==> config.mk <==
export PLATFORM = sky130hd
export DESIGN_NAME = velocity_pi_with_lowpass_core_flat
export DESIGN_NICKNAME = d
export VERILOG_FILES = /design/src/sv/vpl_pkg.sv /design/src/sv/vpl_intf.sv /design/src/sv/vpl_seq.sv /design/src/sv/vpl_dp.sv /design/src/sv/velocity_pi_with_lowpass_core.sv /design/src/flat_wrapper.sv
export SDC_FILE = /design/constraint.sdc
export NUM_CORES = 2
export LEC_CHECK = 0
export ABC_AREA = 1
export BUFFER_PORTS_ARGS = -buffer_cell sky130_fd_sc_hd__buf_2
export CAP_MARGIN = 20
export CORE_MARGIN = 2
export CORE_UTILIZATION = 45
export DETAILED_ROUTE_END_ITERATION = 7
export PLACE_DENSITY_LB_ADDON = 0.25
export SLEW_MARGIN = 30
export SYNTH_ARGS = -nofsm -noshare
export SYNTH_HDL_FRONTEND = slang
export SYNTH_HIERARCHICAL = 1
export SYNTH_SLANG_ARGS = --single-unit
==> constraint.sdc <==
create_clock -name clk -period 10.9 [get_ports clk]
set_clock_uncertainty 0.15 [all_clocks]
set_input_delay 3.27 -clock clk [delete_from_list [all_inputs] [get_ports clk]]
set_output_delay 3.27 -clock clk [all_outputs]
set_load 0.01 [all_outputs]
==> src/sv/vpl_pkg.sv <==
// vpl_pkg: shared types, constants and microprogram for the velocity pi loop
`default_nettype none
package vpl_pkg;

	// field and datapath widths
	localparam int CNT_FIELD_W = 16;
	localparam int DRIVE_W     = 16;
	localparam int ERR_W       = 26;
	localparam int FILT_W      = 26;
	localparam int INTEG_W     = 27;
	localparam int MA_W        = 27;
	localparam int MB_W        = 17;
	localparam int PROD_W      = MA_W + MB_W;
	localparam int ACC_W       = 60;
	localparam int PC_W        = 4;

	// configuration port
	localparam int CFG_W     = 32;
	localparam int CFG_IDX_W = 2;
	localparam int TARGET_W  = 16;
	localparam int GAIN_W    = 32;

	localparam logic [CFG_IDX_W-1:0] REG_SPEED_TARGET = 2'd0;
	localparam logic [CFG_IDX_W-1:0] REG_PROP_GAIN    = 2'd1;
	localparam logic [CFG_IDX_W-1:0] REG_INTEG_GAIN   = 2'd2;

	localparam logic [GAIN_W-1:0] PROP_GAIN_RESET  = 32'd671089;
	localparam logic [GAIN_W-1:0] INTEG_GAIN_RESET = 32'd3355;

	// low-pass coefficients in q8: 205/256 of old plus 51/256 of new
	localparam logic signed [MB_W-1:0] COEF_OLD = 17'sd205;
	localparam logic signed [MB_W-1:0] COEF_NEW = 17'sd51;

	typedef enum logic [1:0] {
		MA_ERR,
		MA_FILT,
		MA_INTEG
	} mul_a_t;

	typedef enum logic [2:0] {
		MB_COEF_OLD,
		MB_COEF_NEW,
		MB_KP_LO,
		MB_KP_HI,
		MB_KI_LO,
		MB_KI_HI
	} mul_b_t;

	typedef enum logic [1:0] {
		ACC_HOLD,
		ACC_LOAD,
		ACC_ADD
	} acc_op_t;

	typedef enum logic [1:0] {
		SH_NONE,
		SH_UP16,
		SH_DN8
	} shift_t;

	typedef enum logic [1:0] {
		WB_NONE,
		WB_FILT,
		WB_INTEG,
		WB_OUT
	} wb_t;

	typedef enum logic [1:0] {
		J_NEXT,
		J_WAIT_IN,
		J_WAIT_OUT,
		J_IDLE
	} jump_t;

	typedef struct packed {
		mul_a_t  ma;
		mul_b_t  mb;
		acc_op_t acc;
		shift_t  sh;
		wb_t     wb;
		jump_t   jmp;
	} ctl_t;

	typedef struct packed {
		logic start;
		logic out_free;
	} seq_stat_t;

	// microprogram; the multiplier result is registered, so an accumulate
	// step always consumes the product issued by the step before it
	function automatic ctl_t ucode(input logic [PC_W-1:0] pc);
		ctl_t w;
		w = '{ma: MA_ERR, mb: MB_COEF_OLD, acc: ACC_HOLD, sh: SH_NONE, wb: WB_NONE,
			jmp: J_NEXT};
		case (pc)
			4'd0: begin
				w.jmp = J_WAIT_IN;
			end
			4'd1: begin
				w.ma = MA_FILT;
				w.mb = MB_COEF_OLD;
			end
			4'd2: begin
				w.ma  = MA_ERR;
				w.mb  = MB_COEF_NEW;
				w.acc = ACC_LOAD;
				w.sh  = SH_DN8;
			end
			4'd3: begin
				w.acc = ACC_ADD;
			end
			4'd4: begin
				w.wb = WB_FILT;
			end
			4'd5: begin
				w.wb = WB_INTEG;
				w.ma = MA_FILT;
				w.mb = MB_KP_LO;
			end
			4'd6: begin
				w.ma  = MA_FILT;
				w.mb  = MB_KP_HI;
				w.acc = ACC_LOAD;
			end
			4'd7: begin
				w.ma  = MA_INTEG;
				w.mb  = MB_KI_LO;
				w.acc = ACC_ADD;
				w.sh  = SH_UP16;
			end
			4'd8: begin
				w.ma  = MA_INTEG;
				w.mb  = MB_KI_HI;
				w.acc = ACC_ADD;
			end
			4'd9: begin
				w.acc = ACC_ADD;
				w.sh  = SH_UP16;
			end
			4'd10: begin
				w.wb  = WB_OUT;
				w.jmp = J_WAIT_OUT;
			end
			default: begin
				w.jmp = J_IDLE;
			end
		endcase
		return w;
	endfunction

endpackage
`default_nettype wire

==> src/sv/vpl_intf.sv <==
// vpl_intf: valid/ready channel interfaces for tick inputs and drive results
`default_nettype none
interface vpl_in_if;
	import vpl_pkg::*;

	logic                          valid;
	logic                          ready;
	logic signed [CNT_FIELD_W-1:0] left_count;
	logic signed [CNT_FIELD_W-1:0] right_count;
	logic                          stop_request;
	logic                          hold_request;

	modport source(output valid, output left_count, output right_count,
		output stop_request, output hold_request, input ready);
	modport sink(input valid, input left_count, input right_count,
		input stop_request, input hold_request, output ready);
endinterface

interface vpl_out_if;
	import vpl_pkg::*;

	logic                      valid;
	logic                      ready;
	logic signed [DRIVE_W-1:0] drive;
	logic                      integral_clamped;

	modport source(output valid, output drive, output integral_clamped, input ready);
	modport sink(input valid, input drive, input integral_clamped, output ready);
endinterface
`default_nettype wire

==> src/sv/vpl_seq.sv <==
// vpl_seq: step counter, control store and jump logic
`default_nettype none
module vpl_seq (
	input  wire logic                clk,
	input  wire logic                arst_n,
	input  wire vpl_pkg::seq_stat_t  stat,
	output vpl_pkg::ctl_t            ctl
);
	import vpl_pkg::*;

	logic [PC_W-1:0] pc_q;
	logic [PC_W-1:0] pc_d;

	assign ctl = ucode(pc_q);

	always_comb begin
		case (ctl.jmp)
			J_NEXT:     pc_d = pc_q + PC_W'(1);
			J_WAIT_IN:  pc_d = stat.start ? pc_q + PC_W'(1) : pc_q;
			J_WAIT_OUT: pc_d = stat.out_free ? '0 : pc_q;
			J_IDLE:     pc_d = '0;
			default:    pc_d = '0;
		endcase
	end

	always_ff @(posedge clk or negedge arst_n) begin
		if (!arst_n) begin
			pc_q <= '0;
		end else begin
			pc_q <= pc_d;
		end
	end

endmodule
`default_nettype wire

==> src/sv/vpl_dp.sv <==
// vpl_dp: shared multiplier, accumulator, loop state, config registers, output register
`default_nettype none
module vpl_dp #(
	parameter int INTEGRAL_LIMIT = 240000,
	parameter int COUNT_BITS     = 16
) (
	input  wire logic                           clk,
	input  wire logic                           arst_n,
	input  wire vpl_pkg::ctl_t                  ctl,
	output vpl_pkg::seq_stat_t                  stat,
	input  wire logic                           cfg_we,
	input  wire logic [vpl_pkg::CFG_IDX_W-1:0]  cfg_index,
	input  wire logic [vpl_pkg::CFG_W-1:0]      cfg_data,
	vpl_in_if.sink                              in_ch,
	vpl_out_if.source                           out_ch
);
	import vpl_pkg::*;

	localparam int EXT_W = (COUNT_BITS > CNT_FIELD_W) ? COUNT_BITS : CNT_FIELD_W;
	localparam logic signed [ACC_W-1:0] FILT_MAX = ACC_W'((64'sd1 <<< (FILT_W-1)) - 1);
	localparam logic signed [ACC_W-1:0] FILT_MIN = -ACC_W'(64'sd1 <<< (FILT_W-1));
	localparam logic signed [INTEG_W:0] LIM_POS  = (INTEG_W+1)'(INTEGRAL_LIMIT * 256);
	localparam logic signed [INTEG_W:0] LIM_NEG  = -LIM_POS;
	localparam logic signed [ACC_W-1:0] TRUNC_BIAS = ACC_W'(64'hFFFF_FFFF);
	localparam logic signed [ACC_W-33:0] DRV_MAX = (ACC_W-32)'(32767);
	localparam logic signed [ACC_W-33:0] DRV_MIN = -(ACC_W-32)'(32768);

	// config registers
	logic signed [TARGET_W-1:0] target_q;
	logic [GAIN_W-1:0]          kp_q;
	logic [GAIN_W-1:0]          ki_q;

	// loop state and working registers
	logic signed [FILT_W-1:0]  filt_q;
	logic signed [INTEG_W-1:0] integ_q;
	logic signed [ERR_W-1:0]   err_q;
	logic                      clear_q;
	logic                      clamp_q;
	logic signed [PROD_W-1:0]  prod_q;
	logic signed [ACC_W-1:0]   acc_q;

	// output register
	logic                      out_valid_q;
	logic signed [DRIVE_W-1:0] drive_q;
	logic                      oclamp_q;

	logic                      in_take;
	logic                      out_free;
	logic [EXT_W-1:0]          left_z;
	logic [EXT_W-1:0]          right_z;
	logic signed [ERR_W-1:0]   left_c;
	logic signed [ERR_W-1:0]   right_c;
	logic signed [ERR_W-1:0]   err_d;
	logic signed [MA_W-1:0]    mul_a;
	logic signed [MB_W-1:0]    mul_b;
	logic signed [PROD_W-1:0]  prod_d;
	logic signed [ACC_W-1:0]   acc_in;
	logic signed [FILT_W-1:0]  filt_d;
	logic signed [INTEG_W:0]   integ_sum;
	logic signed [INTEG_W-1:0] integ_d;
	logic                      clamp_d;
	logic signed [ACC_W-1:0]   acc_rnd;
	logic signed [ACC_W-33:0]  acc_hi;
	logic signed [DRIVE_W-1:0] drive_d;

	assign in_ch.ready   = (ctl.jmp == J_WAIT_IN);
	assign in_take       = in_ch.valid && in_ch.ready;
	assign out_free      = !out_valid_q || out_ch.ready;
	assign stat.start    = in_ch.valid;
	assign stat.out_free = out_free;

	assign out_ch.valid            = out_valid_q;
	assign out_ch.drive            = drive_q;
	assign out_ch.integral_clamped = oclamp_q;

	// counts are two's complement in the low COUNT_BITS of the field
	assign left_z  = EXT_W'($unsigned(in_ch.left_count));
	assign right_z = EXT_W'($unsigned(in_ch.right_count));
	assign left_c  = ERR_W'($signed(left_z[COUNT_BITS-1:0]));
	assign right_c = ERR_W'($signed(right_z[COUNT_BITS-1:0]));
	assign err_d   = left_c + right_c - ERR_W'(target_q);

	// operand selection for the shared multiplier
	always_comb begin
		case (ctl.ma)
			MA_ERR:   mul_a = MA_W'(err_q);
			MA_FILT:  mul_a = MA_W'(filt_q);
			MA_INTEG: mul_a = MA_W'(integ_q);
			default:  mul_a = '0;
		endcase
	end

	always_comb begin
		case (ctl.mb)
			MB_COEF_OLD: mul_b = COEF_OLD;
			MB_COEF_NEW: mul_b = COEF_NEW;
			MB_KP_LO:    mul_b = $signed({1'b0, kp_q[15:0]});
			MB_KP_HI:    mul_b = $signed({1'b0, kp_q[31:16]});
			MB_KI_LO:    mul_b = $signed({1'b0, ki_q[15:0]});
			MB_KI_HI:    mul_b = $signed({1'b0, ki_q[31:16]});
			default:     mul_b = '0;
		endcase
	end

	assign prod_d = PROD_W'(mul_a) * PROD_W'(mul_b);

	always_comb begin
		case (ctl.sh)
			SH_NONE: acc_in = ACC_W'(prod_q);
			SH_UP16: acc_in = ACC_W'(prod_q) <<< 16;
			SH_DN8:  acc_in = ACC_W'(prod_q >>> 8);
			default: acc_in = ACC_W'(prod_q);
		endcase
	end

	// filter saturation to the state width
	always_comb begin
		if (acc_q > FILT_MAX) begin
			filt_d = FILT_W'(FILT_MAX);
		end else if (acc_q < FILT_MIN) begin
			filt_d = FILT_W'(FILT_MIN);
		end else begin
			filt_d = FILT_W'(acc_q);
		end
	end

	// integral with clamp; landing on the limit is not a clamp
	assign integ_sum = (INTEG_W+1)'(integ_q) + (INTEG_W+1)'(filt_q);
	always_comb begin
		clamp_d = 1'b0;
		integ_d = INTEG_W'(integ_sum);
		if (integ_sum > LIM_POS) begin
			integ_d = INTEG_W'(LIM_POS);
			clamp_d = 1'b1;
		end else if (integ_sum < LIM_NEG) begin
			integ_d = INTEG_W'(LIM_NEG);
			clamp_d = 1'b1;
		end
	end

	// q32 to integer, truncated toward zero, then saturated
	assign acc_rnd = acc_q + (acc_q[ACC_W-1] ? TRUNC_BIAS : '0);
	assign acc_hi  = (ACC_W-32)'(acc_rnd >>> 32);
	always_comb begin
		if (acc_hi > DRV_MAX) begin
			drive_d = DRIVE_W'(DRV_MAX);
		end else if (acc_hi < DRV_MIN) begin
			drive_d = DRIVE_W'(DRV_MIN);
		end else begin
			drive_d = DRIVE_W'(acc_hi);
		end
	end

	always_ff @(posedge clk or negedge arst_n) begin
		if (!arst_n) begin
			target_q <= '0;
			kp_q     <= PROP_GAIN_RESET;
			ki_q     <= INTEG_GAIN_RESET;
		end else if (cfg_we) begin
			case (cfg_index)
				REG_SPEED_TARGET: target_q <= TARGET_W'(cfg_data);
				REG_PROP_GAIN:    kp_q     <= GAIN_W'(cfg_data);
				REG_INTEG_GAIN:   ki_q     <= GAIN_W'(cfg_data);
				default:          ;
			endcase
		end
	end

	always_ff @(posedge clk or negedge arst_n) begin
		if (!arst_n) begin
			filt_q      <= '0;
			integ_q     <= '0;
			out_valid_q <= 1'b0;
		end else begin
			case (ctl.wb)
				WB_FILT:  filt_q <= filt_d;
				WB_INTEG: integ_q <= integ_d;
				WB_OUT: begin
					if (out_free && clear_q) begin
						integ_q <= '0;
					end
				end
				default:  ;
			endcase
			if (ctl.wb == WB_OUT && out_free) begin
				out_valid_q <= 1'b1;
			end else if (out_ch.ready) begin
				out_valid_q <= 1'b0;
			end
		end
	end

	always_ff @(posedge clk) begin
		prod_q <= prod_d;
		if (in_take) begin
			err_q   <= err_d;
			clear_q <= in_ch.stop_request || in_ch.hold_request;
		end
		case (ctl.acc)
			ACC_LOAD: acc_q <= acc_in;
			ACC_ADD:  acc_q <= acc_q + acc_in;
			default:  ;
		endcase
		if (ctl.wb == WB_INTEG) begin
			clamp_q <= clamp_d;
		end
		if (ctl.wb == WB_OUT && out_free) begin
			drive_q  <= drive_d;
			oclamp_q <= clamp_q;
		end
	end

endmodule
`default_nettype wire

==> src/sv/velocity_pi_with_lowpass_core.sv <==
// velocity_pi_with_lowpass_core: top level of the velocity pi loop with error low-pass
`default_nettype none
// One tick in, one drive value out. The encoder counts are summed, the speed
// target taken off, and the error runs through a q8 low-pass (205/256 old plus
// 51/256 new, floor rounding) into a q8 integral clamped at the integral limit.
// The drive is filtered*kp plus integral*ki with unsigned q8.24 gains, cut
// toward zero and saturated to 16 bits; stop or hold clears the integral once
// the drive is formed. The microprogram has ten working steps over one shared
// 27x17 multiplier, each 32-bit gain used as two 16-bit halves. The result
// sits in an output register, so the next tick is taken while a result still
// waits; the last step only stalls when that register is still full. Config
// writes take effect in the cycle after cfg_we.
module velocity_pi_with_lowpass_core #(
	parameter int INTEGRAL_LIMIT = 240000,
	parameter int COUNT_BITS     = 16
) (
	input  wire logic                           clk,
	input  wire logic                           arst_n,
	vpl_in_if.sink                              in_ch,
	vpl_out_if.source                           out_ch,
	input  wire logic                           cfg_we,
	input  wire logic [vpl_pkg::CFG_IDX_W-1:0]  cfg_index,
	input  wire logic [vpl_pkg::CFG_W-1:0]      cfg_data
);
	import vpl_pkg::*;

	// control word of the current step and status back to the sequencer
	ctl_t      ctl;
	seq_stat_t stat;

	// step counter and control store
	vpl_seq u_seq (
		.clk    (clk),
		.arst_n (arst_n),
		.stat   (stat),
		.ctl    (ctl)
	);

	// datapath: operand muxes, multiplier, accumulator, loop state, output register
	vpl_dp #(
		.INTEGRAL_LIMIT (INTEGRAL_LIMIT),
		.COUNT_BITS     (COUNT_BITS)
	) u_dp (
		.clk       (clk),
		.arst_n    (arst_n),
		.ctl       (ctl),
		.stat      (stat),
		.cfg_we    (cfg_we),
		.cfg_index (cfg_index),
		.cfg_data  (cfg_data),
		.in_ch     (in_ch),
		.out_ch    (out_ch)
	);

endmodule
`default_nettype wire

==> src/flat_wrapper.sv <==
// flat-port wrapper written by rule: the top's interface ports become plain ports
module velocity_pi_with_lowpass_core_flat import vpl_pkg::*;
#(
	parameter int INTEGRAL_LIMIT = 240000,
	parameter int COUNT_BITS     = 16
)
  (clk, arst_n, cfg_we, cfg_index, cfg_data, in_ch_valid, in_ch_left_count, in_ch_right_count, in_ch_stop_request, in_ch_hold_request, in_ch_ready, out_ch_valid, out_ch_drive, out_ch_integral_clamped, out_ch_ready);
  vpl_in_if in_ch_i ();
  vpl_out_if out_ch_i ();
  input  wire logic clk;
  input  wire logic arst_n;
  input  wire logic cfg_we;
  input  wire logic [vpl_pkg::CFG_IDX_W-1:0] cfg_index;
  input  wire logic [vpl_pkg::CFG_W-1:0] cfg_data;
  input wire logic [$bits(in_ch_i.valid)-1:0] in_ch_valid;
  input wire logic [$bits(in_ch_i.left_count)-1:0] in_ch_left_count;
  input wire logic [$bits(in_ch_i.right_count)-1:0] in_ch_right_count;
  input wire logic [$bits(in_ch_i.stop_request)-1:0] in_ch_stop_request;
  input wire logic [$bits(in_ch_i.hold_request)-1:0] in_ch_hold_request;
  output wire logic [$bits(in_ch_i.ready)-1:0] in_ch_ready;
  output wire logic [$bits(out_ch_i.valid)-1:0] out_ch_valid;
  output wire logic [$bits(out_ch_i.drive)-1:0] out_ch_drive;
  output wire logic [$bits(out_ch_i.integral_clamped)-1:0] out_ch_integral_clamped;
  input wire logic [$bits(out_ch_i.ready)-1:0] out_ch_ready;
  assign in_ch_i.valid = in_ch_valid;
  assign in_ch_i.left_count = in_ch_left_count;
  assign in_ch_i.right_count = in_ch_right_count;
  assign in_ch_i.stop_request = in_ch_stop_request;
  assign in_ch_i.hold_request = in_ch_hold_request;
  assign in_ch_ready = in_ch_i.ready;
  assign out_ch_valid = out_ch_i.valid;
  assign out_ch_drive = out_ch_i.drive;
  assign out_ch_integral_clamped = out_ch_i.integral_clamped;
  assign out_ch_i.ready = out_ch_ready;
  velocity_pi_with_lowpass_core #(.INTEGRAL_LIMIT(INTEGRAL_LIMIT), .COUNT_BITS(COUNT_BITS)) u_core (.clk(clk), .arst_n(arst_n), .in_ch(in_ch_i), .out_ch(out_ch_i), .cfg_we(cfg_we), .cfg_index(cfg_index), .cfg_data(cfg_data));
endmodule
# Yosys cells after proc, flatten, opt, wreduce, memory -nomap -nowiden
# Cells that the tools add are included.
# totals
register_bits	287
out_inout_bits	19
# classes
n_addsub	6
n_eq_ne	32
reduce_logical	23
mux	23
mul	1
magnitude_cmp	6
# op_table
cell	count
$pmux W60 S2	1
$pmux W59 S2	1
$pmux W16 S6	1
$mux W27	3
$pmux W27 S3	1
$add A60 B32 Y60	1
$add A60 B60 Y60	1
$gt A60 B26 Y1 const B	1
$lt A60 B26 Y1 const B	1
$pmux W27 S2	1
$mux W26	2
$mul A27 B17 Y44	1
$mux W32	1
$pmux W5 S6	1
$add A27 B26 Y28	1
$gt A28 B16 Y1 const B	1
$gt A28 B27 Y1 const B	1
$lt A28 B16 Y1 const B	1
$lt A28 B27 Y1 const B	1
$sub A17 B16 Y18	1
$add A16 B16 Y17	1
$eq A2 B2 Y1 const B	8
$eq A4 B3 Y1 const B	4
$mux W16	1
other kinds (25)	54

# Logic depth before layout (Yosys ltp)
# depth
word_depth	7
ltp_mapped	39
mapped_depth_nobuf	37

# Modules after synthesis
# Netlist, hierarchy kept.
# modules_own_cells
mod	seq_area_each_um2	area_each_um2	cells_each	instances
vpl_dp	7169.4	37591.1	5153	1
vpl_seq	100.1	473.0	61	1

# Least setup slack after synthesis
# No wires, ideal clock.
# synth_path
kind	flip-flop to flip-flop
start	reg u_core.u_seq.pc_q[0]
end	reg u_core.u_dp.prod_q[42]
path_buffers	2
required_time_ns	10.678
setup_slack_ns	3.190
arrival_time_ns	7.488
period_less_slack_ns	7.710
path_stages_with_launch	33
setup_ns	0.072
path_cell_list	dfrtp_1 -> inv_1 -> ha_1 -> inv_1 -> nor2_1 -> inv_1 -> nand2_1 -> inv_1 -> nor3_1 -> buf_2 -> nand2_1 -> nand3_1 -> nor2_1 -> clkbuf_1 -> inv_1 -> nand2_1 -> fa_1 -> inv_1 -> fa_1 -> inv_1 -> fa_1 -> fa_1 -> fa_1 -> fa_1 -> inv_1 -> ha_1 -> inv_1 -> nor3_1 -> nand2_1 -> nor2_1 -> nand3_1 -> nand3_1 -> xor2_1
# synth_lines
item	line	text
start, declared	vpl_seq.sv:11	logic [PC_W-1:0] pc_q;
start signal, assigned	vpl_seq.sv:30	pc_q <= pc_d;
end signal, assigned	vpl_dp.sv:194	prod_q <= prod_d;
end, declared	vpl_dp.sv:39	logic signed [PROD_W-1:0] prod_q;

==> summary.md <==
| Metric | Value |
|---|---|
| Most used cell, CP | `inv_1` |
| Layout cell share with drive strength beyond 1 | `5.54%` |
| Post-synth EDFFs | `97` |
| Min-delay src | `u_core/u_dp/clamp_q$_SDFFCE_PP1P_` |
| Cell depth of the worst setup path | `35` |
| FFs w/ async S/R, synth | `49.5%` |
| Layout area overhead | `7.64%` |
| Yosys top cell area share | `23.0%` |
| Top-count cell post-synth | `nand2_1` |
| First-pass GRT wire length | `190 mm` |
| Setup crit start kind | `flop` |
| Final Wtd Congestion | `0.982` |
| Pre-CTS setup slack | `1.49 ns` |
| Crit. End Element | `flop` |
| Port-buffer cells | `91` |
| Remaining antenna violation count | `0` |
| Register area share after synthesis | `19.1%` |
| Root Driver | `clkbuf_16` |
| Post-Route WL | `120 mm` |
| Critical Path RT | `11.21 ns` |
| Largest net degree at the start of global routing | `80` |
| CP max stage cell | `inv_1` |
| # rows | `106` |
| Ranking of synthesized cells by area | `fa_1, nand2_1, inv_1, ha_1, dfrtp_1` |
| Post-synth top cells | `nand2_1, inv_1, nor2_1` |
| Synth unique cells | `65` |
| Vias per cell | `5.31` |
| Largest delay contributor family on the critical path | `adder cells` |
| Max Clock Freq | `0.108 GHz` |
| Worst setup margin | `1.66 ns` |
| Detail Placement HPWL | `98.1 mm` |
| Clk buf depth | `3` |
| Die Width | `295 µm` |
| Flop2flop setup slack | `1.66 ns` |
| Vias in the first global route | `34400` |
| Synth Flop Type | `dfrtp_1` |
| GRT overflow | `0` |
| DRT iter0 DRCs | `2450` |
| TritonCTS buffer count | `35` |
| Worst Tran Pin Value | `1.04 ns` |
| Die ar. | `86900 µm²` |
| Status | `complete, no violations` |
| CTS Sinks | `279` |
| Hold-fix buffers, CTS | `0` |
| Total number of vias | `34100` |
| Initial core utilization | `45.5%` |
| Final-report setup violation count | `0` |
| Die height | `295 µm` |
| Slowest stage delay, CP | `0.71 ns` |
| Mean area per synthesized cell | `7.30 µm²` |
| Post-Synthesis Cell Area | `38100 µm²` |
| H-tree depth | `2` |
| Hold path cells | `0` |
| Min-delay worst type | `flop to flop` |
| Unrepaired setup endpoints after global routing | `no` |
| Synth Net Count | `5973` |
| Worst Reg-to-Reg Cells | `35` |
| Final Core Density | `49.0%` |
| I/O Pins | `92` |
| Worst flop-to-flop path endpoint | `u_core/u_dp/prod_q[38]$_DFF_P_` |
| Seq cells post-synth | `279` |
| Ys Warns | `6` |
| Syn Inst Count | `5214` |
| Tcrit/Tclk final | `84.8%` |
| WHS Endpoint | `u_core/u_dp/out_ch.integral_clamped$_DFFE_PP_` |
| Crit Path Class | `flop to flop` |
| Nets | `6022` |
| CTS resizes | `0` |
| Initial antenna violation count | `1` |
| Max Slew Vio Count | `0` |
| GRT Overall Usage | `28.1%` |
| Fin Setup TNS | `0 ns` |
| Hold Violations, Final | `0` |
| Max-cap violations | `0` |
| CTS tree | `yes` |
| Min cycle time layout | `9.24 ns` |
| Slew headroom | `30.5%` |
| Worst-path fanout max | `23` |
| Core box area | `83700 µm²` |
| Residual DRC | `0` |
| CP arrival | `9.55 ns` |
| Clock-pin slew on the worst setup and hold paths | `0.06 ns` |
| DR WL/cell | `18.6 µm` |
| Worst skew pair latency | `0.57 ns` |
| Reg2Reg Launch Point | `u_core/u_seq/pc_q[0]$_DFFE_PN0P_` |
| Area leader, netlist | `fa_1` |
| Buffers and inverters on the worst path | `12` |
| Total iterations of the first detailed-routing run | `6` |
| Postcts setup bufs | `0` |
[per-stage QoR]
| step | area (µm²) | std cells | hold slack [ns] |
|---|---|---|---|
| after floorplan | 38100 | 5214 | 0.250 |
| after global placement | 39700 | 6358 | 0.256 |
| after detailed placement | 39800 | 6358 | 0.284 |
| after CTS | 40900 | 6422 | 0.298 |
| after global routing | 41000 | 6425 | 0.311 |
| final | 41000 | 6425 | 0.293 |
[how the worst max path moves through the flow]
| stage | start | to | slack [ns] |
|---|---|---|---|
| 2_1_floorplan | u_core/u_seq/pc_q[0]$_DFFE_PN0P_ | u_core/u_dp/prod_q[42]$_DFF_P_ | 3.19 |
| 3_3_place_gp | u_core/u_seq/pc_q[0]$_DFFE_PN0P_ | u_core/u_dp/prod_q[41]$_DFF_P_ | 1.54 |
| 3_5_place_dp | u_core/u_seq/pc_q[0]$_DFFE_PN0P_ | u_core/u_dp/prod_q[41]$_DFF_P_ | 1.49 |
| 4_1_cts | u_core/u_seq/pc_q[0]$_DFFE_PN0P_ | u_core/u_dp/prod_q[41]$_DFF_P_ | 1.44 |
| 5_1_grt | u_core/u_seq/pc_q[0]$_DFFE_PN0P_ | u_core/u_dp/prod_q[38]$_DFF_P_ | 1.07 |
| 6_report | u_core/u_seq/pc_q[0]$_DFFE_PN0P_ | u_core/u_dp/prod_q[38]$_DFF_P_ | 1.66 |
[registers in the layout (all words and copies together) (netlist names)]
| name | cells |
|---|---|
| u_core/u_dp/out_ch.integral_clamped | 1 |
| u_core/u_dp/out_ch.drive | 16 |
| u_core/u_dp/target_q | 16 |
| u_core/u_dp/integ_q | 27 |
| u_core/u_dp/out_ch.valid | 1 |
| u_core/u_dp/clamp_q | 1 |
| u_core/u_dp/prod_q | 44 |
| u_core/u_dp/ki_q | 32 |
| u_core/u_dp/filt_q | 26 |
| u_core/u_dp/clear_q | 1 |
| u_core/u_dp/acc_q | 60 |
| u_core/u_seq/pc_q | 4 |
| u_core/u_dp/err_q | 18 |
| u_core/u_dp/kp_q | 32 |
[cell families after synthesis]
group | share of synthesized area, %
AOI/OAI and AO/OA | 10.9
xor gates and xnor gates | 2.69
adders and majority gates | 31.2
buffers and inverters | 12.8
DFF | 19.1
and+or+nand+nor | 23.3
[metal layers]
metal,share of wire [%],vias up,GRT usage (%)
li1,-,16300,-
met1,43,16400,37.6
met2,46,1281,46.3
met3,8.3,241,4.93
met4,3.5,0,8.91
met5,0,-,0
[placed cells by master (no fill, tap or decap), types with 13 or more instances in the layout]
master	n
buf_4	39
nor4_1	16
nor3_1	40
a21oi_1	231
a22o_1	16
o21bai_1	13
o22ai_1	25
xor2_1	66
nand2_2	14
dfxtp_1	44
inv_1	1130
edfxtp_1	97
a21o_1	25
xnor2_1	51
a22oi_1	14
dfstp_2	18
nand2_1	1249
fa_1	437
a31oi_1	25
o21ai_0	267
nand3_1	169
nand4_1	45
ha_1	249
clkbuf_16	37
nand3b_1	29
dfrtp_1	120
o211ai_1	18
nor2_1	534
buf_2	90
[cell type report]
type,instances,area (µm²)
fillers,8503,42700
multi-input cells,3665,26000
flip-flops and latches,279,7270
inverters,1150,4320
well taps,1134,1420
clock buffers,50,1020
repair buffers,132,790
clock inverters,14,148
diodes,1,2.50
Power is not shown: default switching activity piles up to over one toggle a cycle in this logic, so the estimate is an artifact.
